`config.mk`:
```
export PLATFORM = sky130hd
export DESIGN_NAME = stepper_wave_drive_sequencer
export DESIGN_NICKNAME = d
export VERILOG_FILES = /design/src/rtl/core/swds_pkg.sv /design/src/rtl/core/swds_cfg.sv /design/src/rtl/core/swds_core.sv /design/src/rtl/core/stepper_wave_drive_sequencer.sv
export VERILOG_INCLUDE_DIRS = /design/src /design/src/rtl/core
export SDC_FILE = /design/constraint.sdc
export NUM_CORES = 1
export LEC_CHECK = 0
export BUFFER_PORTS_ARGS = -buffer_cell sky130_fd_sc_hd__buf_2
export CORE_UTILIZATION = 33
export CTS_CLUSTER_SIZE = 16
export DETAILED_ROUTE_END_ITERATION = 7
export GPL_TIMING_DRIVEN = 0
export SETUP_SLACK_MARGIN = 0.05
export SLEW_MARGIN = 10
export SYNTH_ARGS = -nofsm -noshare
export SYNTH_HDL_FRONTEND = slang
export SYNTH_SLANG_ARGS = --single-unit
```
`constraint.sdc`:
```
create_clock -name clk -period 5.7 [get_ports clk]
set_input_delay 0.57 -clock clk [delete_from_list [all_inputs] [get_ports clk]]
set_output_delay 0.57 -clock clk [all_outputs]
set_load 0.02 [all_outputs]
```
`src/rtl/core/assert_macros.svh`:
```
// assertion macros used by the top level of the wave drive sequencer
// no dependencies; the check bodies are left out when SYNTHESIS is defined
`ifndef ASSERT_MACROS_SVH
`define ASSERT_MACROS_SVH

`ifndef SYNTHESIS

// property that must hold at every clock edge outside reset
`define ASSERT_CHK(label, clk, rst_n, prop, msg) \
  label: assert property (@(posedge clk) disable iff (!rst_n) (prop)) \
    else $error(msg);

// same edge implication: when ante holds, cons must hold
`define ASSERT_IMPL(label, clk, rst_n, ante, cons, msg) \
  label: assert property (@(posedge clk) disable iff (!rst_n) (ante) |-> (cons)) \
    else $error(msg);

`else

`define ASSERT_CHK(label, clk, rst_n, prop, msg)
`define ASSERT_IMPL(label, clk, rst_n, ante, cons, msg)

`endif

`endif

```
`src/rtl/core/swds_pkg.sv`:
```
// types and constants of the stepper wave drive sequencer
// no dependencies; used by every module of the block
package swds_pkg;

  // configuration register indexes
  localparam int CFG_IDX_W = 1;
  typedef logic [CFG_IDX_W-1:0] cfg_idx_t;
  localparam cfg_idx_t REG_BASE_PERIOD      = cfg_idx_t'(0);
  localparam cfg_idx_t REG_PERIOD_DECREMENT = cfg_idx_t'(1);

  // register reset values before truncation to the period width
  localparam logic [31:0] BASE_PERIOD_RESET = 32'h000F_FFFF;
  localparam logic [31:0] PERIOD_DEC_RESET  = 32'h0002_0000;

  // phase counter width, holds two to the seventh
  localparam int PHASES_W = 8;

  // coil drive codes
  localparam logic [3:0] COIL_D = 4'h8;
  localparam logic [3:0] COIL_B = 4'h2;
  localparam logic [3:0] COIL_C = 4'h4;
  localparam logic [3:0] COIL_A = 4'h1;

  typedef struct packed {
    logic       enable_switch;
    logic       start_press;
    logic       direction;
    logic [2:0] step_code;
    logic [2:0] speed_code;
  } in_item_t;

  typedef struct packed {
    logic [3:0] coil_pattern;
    logic       ready_led;
    logic       busy_res;
  } out_item_t;

  // forward order 8,2,4,1 and reverse order 1,4,2,8
  function automatic logic [3:0] pattern_at(input logic fwd, input logic [1:0] idx);
    logic [3:0] pat;
    pat = COIL_A;
    case (idx)
      2'd0:    pat = fwd ? COIL_D : COIL_A;
      2'd1:    pat = fwd ? COIL_B : COIL_C;
      2'd2:    pat = fwd ? COIL_C : COIL_B;
      2'd3:    pat = fwd ? COIL_A : COIL_D;
      default: pat = COIL_A;
    endcase
    return pat;
  endfunction

endpackage

```
`src/rtl/core/swds_cfg.sv`:
```
// configuration registers: base phase period and period decrement
// depends on swds_pkg
module swds_cfg #(
  parameter int PERIOD_WIDTH = 20
) (
  input  logic                    clk,
  input  logic                    rst_n,
  input  logic                    cfg_we,
  input  swds_pkg::cfg_idx_t      cfg_index,
  input  logic [PERIOD_WIDTH-1:0] cfg_wdata,
  output logic [PERIOD_WIDTH-1:0] base_period,
  output logic [PERIOD_WIDTH-1:0] period_decrement
);
  import swds_pkg::*;

  logic [PERIOD_WIDTH-1:0] base_period_r;
  logic [PERIOD_WIDTH-1:0] period_dec_r;

  always_ff @(posedge clk) begin
    if (!rst_n) begin
      base_period_r <= PERIOD_WIDTH'(BASE_PERIOD_RESET);
      period_dec_r  <= PERIOD_WIDTH'(PERIOD_DEC_RESET);
    end else if (cfg_we) begin
      case (cfg_index)
        REG_BASE_PERIOD:      base_period_r <= cfg_wdata;
        REG_PERIOD_DECREMENT: period_dec_r  <= cfg_wdata;
        default: begin
        end
      endcase
    end
  end

  assign base_period      = base_period_r;
  assign period_decrement = period_dec_r;

endmodule

```
`src/rtl/core/swds_core.sv`:
```
// run state and per-tick next-state logic of the wave drive sequencer
// depends on swds_pkg
module swds_core #(
  parameter int PERIOD_WIDTH = 20
) (
  input  logic                    clk,
  input  logic                    rst_n,
  input  logic                    step_en,
  input  swds_pkg::in_item_t      item,
  input  logic [PERIOD_WIDTH-1:0] base_period,
  input  logic [PERIOD_WIDTH-1:0] period_decrement,
  output swds_pkg::out_item_t     result
);
  import swds_pkg::*;

  localparam int SUB_W = PERIOD_WIDTH + 3;

  logic                    start_pending_r, start_pending_nxt;
  logic                    running_r, running_nxt;
  logic                    forward_r, forward_nxt;
  logic [1:0]              phase_index_r, phase_index_nxt;
  logic [PHASES_W-1:0]     phases_left_r, phases_left_nxt;
  logic [PERIOD_WIDTH-1:0] hold_count_r, hold_count_nxt;
  logic [PERIOD_WIDTH-1:0] phase_period_r, phase_period_nxt;
  logic [3:0]              coil_latch_r, coil_latch_nxt;

  logic [SUB_W-1:0]        sub;
  logic [SUB_W-1:0]        base_ext;
  logic [PERIOD_WIDTH-1:0] period_calc;
  logic [PHASES_W-1:0]     phases_dec;

  always_comb begin
    sub         = SUB_W'(item.speed_code) * SUB_W'(period_decrement);
    base_ext    = SUB_W'(base_period);
    period_calc = (base_ext > sub) ? PERIOD_WIDTH'(base_ext - sub) : '0;
    phases_dec  = phases_left_r - PHASES_W'(1);

    start_pending_nxt = start_pending_r;
    running_nxt       = running_r;
    forward_nxt       = forward_r;
    phase_index_nxt   = phase_index_r;
    phases_left_nxt   = phases_left_r;
    hold_count_nxt    = hold_count_r;
    phase_period_nxt  = phase_period_r;
    coil_latch_nxt    = coil_latch_r;

    if (running_r) begin
      if (hold_count_r != '0) begin
        hold_count_nxt = hold_count_r - PERIOD_WIDTH'(1);
      end else begin
        phases_left_nxt = phases_dec;
        if (phases_dec == '0) begin
          running_nxt       = 1'b0;
          start_pending_nxt = 1'b0;
        end else begin
          phase_index_nxt = phase_index_r + 2'd1;
          coil_latch_nxt  = pattern_at(forward_r, phase_index_r + 2'd1);
          hold_count_nxt  = phase_period_r;
        end
      end
    end else if (!item.enable_switch) begin
      start_pending_nxt = 1'b0;
    end else if (start_pending_r) begin
      start_pending_nxt = 1'b0;
      running_nxt       = 1'b1;
      forward_nxt       = item.direction;
      phases_left_nxt   = PHASES_W'(1) << item.step_code;
      phase_period_nxt  = period_calc;
      phase_index_nxt   = 2'd0;
      coil_latch_nxt    = pattern_at(item.direction, 2'd0);
      hold_count_nxt    = period_calc;
    end else if (item.start_press) begin
      start_pending_nxt = 1'b1;
    end

    result.coil_pattern = coil_latch_nxt;
    result.ready_led    = item.enable_switch & ~running_nxt;
    result.busy_res     = running_nxt;
  end

  always_ff @(posedge clk) begin
    if (!rst_n) begin
      start_pending_r <= 1'b0;
      running_r       <= 1'b0;
      forward_r       <= 1'b0;
      phase_index_r   <= '0;
      phases_left_r   <= '0;
      hold_count_r    <= '0;
      phase_period_r  <= '0;
      coil_latch_r    <= '0;
    end else if (step_en) begin
      start_pending_r <= start_pending_nxt;
      running_r       <= running_nxt;
      forward_r       <= forward_nxt;
      phase_index_r   <= phase_index_nxt;
      phases_left_r   <= phases_left_nxt;
      hold_count_r    <= hold_count_nxt;
      phase_period_r  <= phase_period_nxt;
      coil_latch_r    <= coil_latch_nxt;
    end
  end

endmodule

```
`src/rtl/core/stepper_wave_drive_sequencer.sv`:
```
// top level of the stepper wave drive sequencer: input and result registers
// depends on swds_pkg, swds_cfg, swds_core and assert_macros.svh
//
//   channel  | ports                               | beat carries
//   ---------+-------------------------------------+-------------------------
//   in       | in_valid, in_stall, in_data         | one timer tick of inputs
//   out      | out_valid, out_stall, out_data      | coil drive and leds
//   cfg      | cfg_we, cfg_index, cfg_wdata        | one register write
//
// one beat per cycle sustained while out_stall is low; each beat is held in the input
// register and leaves through the result register when the result register advances
// the run state updates once per beat, so the loop through swds_core
// (one 3 x PERIOD_WIDTH product, a compare and a subtract) sets the clock
// a stalled result holds the input register; a second stalled beat waits
// at the port with in_stall high
// synchronous active-low reset clears the run state, both valids and the
// configuration registers to their defaults
`include "assert_macros.svh"

module stepper_wave_drive_sequencer #(
  parameter int PERIOD_WIDTH = 20
) (
  input  logic                    clk,
  input  logic                    rst_n,
  // input channel
  input  logic                    in_valid,
  output logic                    in_stall,
  input  swds_pkg::in_item_t      in_data,
  // result channel
  output logic                    out_valid,
  input  logic                    out_stall,
  output swds_pkg::out_item_t     out_data,
  // configuration port
  input  logic                    cfg_we,
  input  swds_pkg::cfg_idx_t      cfg_index,
  input  logic [PERIOD_WIDTH-1:0] cfg_wdata
);
  import swds_pkg::*;

  // input register
  logic      in_valid_r;
  in_item_t  in_data_r;
  // result register
  logic      out_valid_r;
  out_item_t out_data_r;

  logic      advance;   // result register free or being drained
  logic      fire;      // beat in the input register is processed
  out_item_t result;

  logic [PERIOD_WIDTH-1:0] base_period;
  logic [PERIOD_WIDTH-1:0] period_decrement;

  assign advance  = ~out_valid_r | ~out_stall;
  assign fire     = in_valid_r & advance;
  assign in_stall = in_valid_r & ~advance;

  swds_cfg #(
    .PERIOD_WIDTH(PERIOD_WIDTH)
  ) u_cfg (
    .clk              (clk),
    .rst_n            (rst_n),
    .cfg_we           (cfg_we),
    .cfg_index        (cfg_index),
    .cfg_wdata        (cfg_wdata),
    .base_period      (base_period),
    .period_decrement (period_decrement)
  );

  // run state advances once per processed beat
  swds_core #(
    .PERIOD_WIDTH(PERIOD_WIDTH)
  ) u_core (
    .clk              (clk),
    .rst_n            (rst_n),
    .step_en          (fire),
    .item             (in_data_r),
    .base_period      (base_period),
    .period_decrement (period_decrement),
    .result           (result)
  );

  // input register, payload has no reset
  always_ff @(posedge clk) begin
    if (!rst_n) begin
      in_valid_r <= 1'b0;
    end else if (!in_stall) begin
      in_valid_r <= in_valid;
    end
  end

  always_ff @(posedge clk) begin
    if (!in_stall && in_valid) begin
      in_data_r <= in_data;
    end
  end

  // result register
  always_ff @(posedge clk) begin
    if (!rst_n) begin
      out_valid_r <= 1'b0;
    end else if (advance) begin
      out_valid_r <= in_valid_r;
    end
  end

  always_ff @(posedge clk) begin
    if (fire) begin
      out_data_r <= result;
    end
  end

  assign out_valid = out_valid_r;
  assign out_data  = out_data_r;

  // at most one coil is driven
  `ASSERT_IMPL(a_coil_onehot, clk, rst_n, out_valid_r, $onehot0(out_data_r.coil_pattern),
               "more than one coil driven")
  // ready and busy exclude each other
  `ASSERT_IMPL(a_ready_busy, clk, rst_n, out_valid_r,
               !(out_data_r.ready_led && out_data_r.busy_res), "ready and busy both high")
  // input side only stalls behind a held result
  `ASSERT_IMPL(a_stall_cause, clk, rst_n, in_stall, out_valid_r && out_stall,
               "input stalled without a held result")

endmodule
```
==> results.txt <==
The flow ran to the end, and the final reports show no timing, DRC or antenna violations. The die extent in x is 156 um. The sum of buffers and inverters on the critical path came out at 2. The logs give 0.42 ns for the clock latency on the worst-skew pair and 2441 for the number of fill cells.

Across the run, the number of max-cap violations was 0. After global routing, the most crowded layer is met2. The worst hold path startpoint was in_data[1]. Entering global routing, the biggest net connects 17 pins. The via count of the first global-routing pass came out at 6538. The number of placed I/O pins came out at 43. For this run, design rule violations remaining after detail routing come to 0. The repair_antennas step left the layout with diodes totalling 0. After detailed placement, the total cell area comes to 8470 sq um.

The run gives 15.9 mm as the detailed-placement wirelength estimate. The tools report the initial antenna violation count as 0. On the worst path, the slowest cell contributes a delay of 0.48 ns. The number of storage elements in the synthesis netlist is 114, and the number of cells produced by synthesis is 984.

For this run, global-route usage on met1 was measured as 21.6%. The number of cells on the worst reg-to-reg path is 24. Summing the areas of all compound-gate instances in the mapped netlist gives 21.6% of the synthesized area.

The launch instance of the worst register-to-register path is in_data_r[2]. The number of enable-type register cells in the synthesized netlist is 15. The total area inside the core boundary comes to 23400 sq um. The tools report the hold violation count in the final report as 0. The average instance in the mapped netlist occupies 8.00 sq um. The most critical setup path has its startpoint at in_data_r[2].

Along the worst path, the maximum fanout reaches 10. The startpoint class of the critical path was a register. The post-synthesis xor/xnor area fraction was 5.23%. The cell class contributing the biggest share of worst-path delay is compound AO/OA/AOI/OAI gates. The arrival time at the worst endpoint was 5.65 ns; the number of gates on the worst path with buffers counted was 24.

The tools report the post-route cell area as 9220 sq um. Synthesis instantiated 71 different standard cells from the library. For this design the static power due to leakage is 3.87 nW. Setup violations remaining at the end of the flow were counted as 0.

The row count was 56; the number of hold-repair buffers added at the cts stage was 0. The clock sink total was 114. Summed over all layers, the routed wires come to 20.3 mm.

The kind of end point of the critical path was a register. The clock arrives with 0.0118 ns of skew. The most numerous cell on the critical path was a21oi_1. Timing would allow up to 189 MHz. In the synthesized netlist the dominant register cell turns out to be dfxtp_1. Prior to clock tree synthesis, the placed netlist has a worst setup slack of -0.472 ns. After layout, the worst setup slack is 0.403 ns. TritonCTS built the clock tree. The final-layout setup total negative slack came out at 0 ns.

For this run the aggregate overflow at the end of global routing stands at 0. Global routing consumed, on the met3 layer, 3.41% of the routing resources. Before antenna repair, the detailed router went through 5 iterations.

After synthesis, the largest family of logic cells by area is simple AND/OR/NAND/NOR gates. The post-synthesis instance area is 7870 sq um, and the first-pass GRT wire length is 33.3 mm. Counting tap cells, the placed design contains a total of 1344 instances.

The area growth from synthesis to layout is 17.1%. The simple-gate area share of the yosys netlist is 22.7%, and the synthesized net count is 1088. Across the VDD grid, the largest voltage drop is 218 uV.

The largest individual stage delay along the critical path comes from the cell fa_1. After clock tree synthesis, the clock-pin slew on the worst setup and hold paths is 0.06 ns. The critical path is of the register to register type.

The global-route track usage on met2 is 29.7%, and the DRC violation total after the first TritonRoute iteration is 432. The die covers 24500 sq um. The run gives 1380 as the final standard cell count with taps included and fillers excluded. The slew of the pin with the lowest slew margin is 1.20 ns. The count of buffers inserted at the top-level ports is 41, and the relative slew slack is 20.2%. The average vias per placed instance came out at 5.04.

After synthesis, the share of flip-flops with an asynchronous set or reset is 0%. The data required time of the critical path is 6.05 ns, and the TritonCTS buffer count is 17. Clock tree synthesis selected as its root buffer the cell clkbuf_16. The Yosys step of the flow raised 0 warnings. For this configuration, the core starts out at a cell density of 33.6%.

The all-layer global routing usage was 17.4%; the layout cell share with drive strength beyond 1 was 13.1%. In the final design database the tool counted 1152 nets. The die is 156 um tall. The signal on the critical path passes through buf_4 > and2_1 > fa_1 > ha_1 > inv_1 > fa_1 > nor2b_1 > o21ai_2 > o21ai_2 > o41a_1 > and2_4 > a41oi_2 > o21bai_1 > a21oi_1 > xor2_1 > ha_4 > nand4_1 > nor4_4 > a21oi_1 > nand2_1 > nor3_1 > and3_1 > a32oi_1 > a21oi_1. The arithmetic-cell share of the synthesized area counting full adders, half adders and majority gates was 12.9%; the number of instances on the worst hold path was 1. In this run the power density over the cells is 271 nW/um^2. The path class of the tightest hold or removal check is input pin to register. Sequential elements use 30.9% of the synthesized area. After detailed routing, the average wire length per cell comes to 14.7 um.

The number of vias in the routed layout is 6952, and the count of pins over their slew limit is 0. In the finished design, the share of the clock period the worst path needs comes to 92.9%. The clock passes through at most 2 buffers. The multiplexer share of the synthesized area came out at 1.02%. Setup repair after global routing left no endpoint under its margin.

The detail route stage leaves a number of antenna-violating nets equal to 0. The worst path in the final design needs a cycle of 5.30 ns, including I/O delays and setup. The maximum level of the CTS H-tree is 4, and the final weighted congestion of routability-driven global placement is 0.898.
path summary, 6_finish.rpt:
check / slack (ns) / to
max: 0.40 / u_core.hold_count_r[2]
min: 0.32 / in_data_r[1]
max reg2reg: 0.40 / u_core.hold_count_r[2]
min reg2reg: 0.45 / u_core.phase_period_r[1]
layout by cell type, fill, tap and decap left out, types with 5 or more instances in the layout:
cell type,instances
a21boi_0,5
a21o_1,12
a21oi_1,74
a22oi_2,11
a2bb2oi_1,8
a31oi_1,6
and2_1,12
and3_1,8
buf_1,5
buf_2,48
buf_4,9
clkbuf_1,31
clkbuf_16,17
clkinvlp_4,5
dfxtp_1,99
edfxtp_1,15
fa_1,20
ha_1,47
inv_1,59
mux2i_1,8
nand2_1,186
nand2b_1,15
nand3_1,38
nand4_1,5
nor2_1,53
nor2_2,10
nor2b_1,9
nor3_1,19
o211a_1,7
o211ai_1,7
o21a_1,9
o21ai_0,61
o221ai_1,7
xnor2_1,27
xor2_1,20
flip-flops by register name, indices dropped and copies added (netlist names):
| name | count |
|---|---|
| u_cfg.period_decrement | 20 |
| out_valid | 1 |
| u_core.start_pending_r | 1 |
| u_cfg.base_period | 20 |
| u_core.forward_r | 1 |
| u_core.coil_latch_r | 4 |
| u_core.phase_index_r | 2 |
| u_core.hold_count_r | 20 |
| in_data_r | 9 |
| u_core.phase_period_r | 20 |
| u_core.running_r | 1 |
| out_data | 6 |
| u_core.phases_left_r | 8 |
| in_valid_r | 1 |
synthesized netlist by cell type (12+ instances only):
master	count	area [sq um]
a21o_1	12	90.1
nand2_1	186	698
ha_1	49	613
nor2_1	53	199
edfxtp_1	15	450
o21ai_0	66	330
a21oi_1	74	370
nor3_1	20	100
xor2_1	20	175
xnor2_1	27	236
fa_1	20	400
dfxtp_1	99	1980
inv_1	59	221
and2_1	13	81.3
nand2b_1	15	93.8
nand3_1	38	190
clkbuf_1	39	146
power breakdown:
group | switching, mW | internal (mW)
combinational | 0.304 | 0.194
clock | 0.408 | 0.734
sequential | 0.0197 | 0.841
kinds of logic (layout without fill, tap and decap cells):
| kind of cell | after synthesis | after routing |
|---|---|---|
| and+or+nand+nor | 383 | 383 |
| AOI/OAI and AO/OA | 252 | 252 |
| DFF | 114 | 114 |
| buffers and inverters | 111 | 188 |
| adders and majority gates | 69 | 69 |
| xor gates and xnor gates | 47 | 47 |
| muxes | 8 | 8 |
timing repair:
item	4_1_cts	5_1_grt
gates resized for setup	13	18
endpoints found under the hold margin	0	0
pin swaps	2	7
setup endpoints to repair	40	40
buffers inserted	0	6
area by class of cell:
type	instances	area, sq um	share of cell area (%)
Multi-Input combinational cell	759	5050	54.8
Sequential cell	114	2430	26.4
Clock buffer	17	425	4.62
Tap cell	319	399	4.33
Timing Repair Buffer	47	250	2.72
Buffer	49	225	2.44
Inverter	60	225	2.44
Clock inverter	15	205	2.23
per-stage QoR:
stage               utilization (%)  hold slack (ns)  total power, mW
CTS                            39.0            0.305             2.50
floorplan                         -            0.429             1.22
global route                   39.4            0.305             2.62
finish                         39.4            0.322             2.50
detailed placement             36.2            0.447             1.35
global placement               36.2            0.444             1.35
per-layer routing:
layer	vias up	wire length, um
met4	0	397
met1	3249	9480
met2	128	9820
met3	25	639
met5	-	0
li1	3550	-
Note: power is estimated with default switching activity, not from simulation.
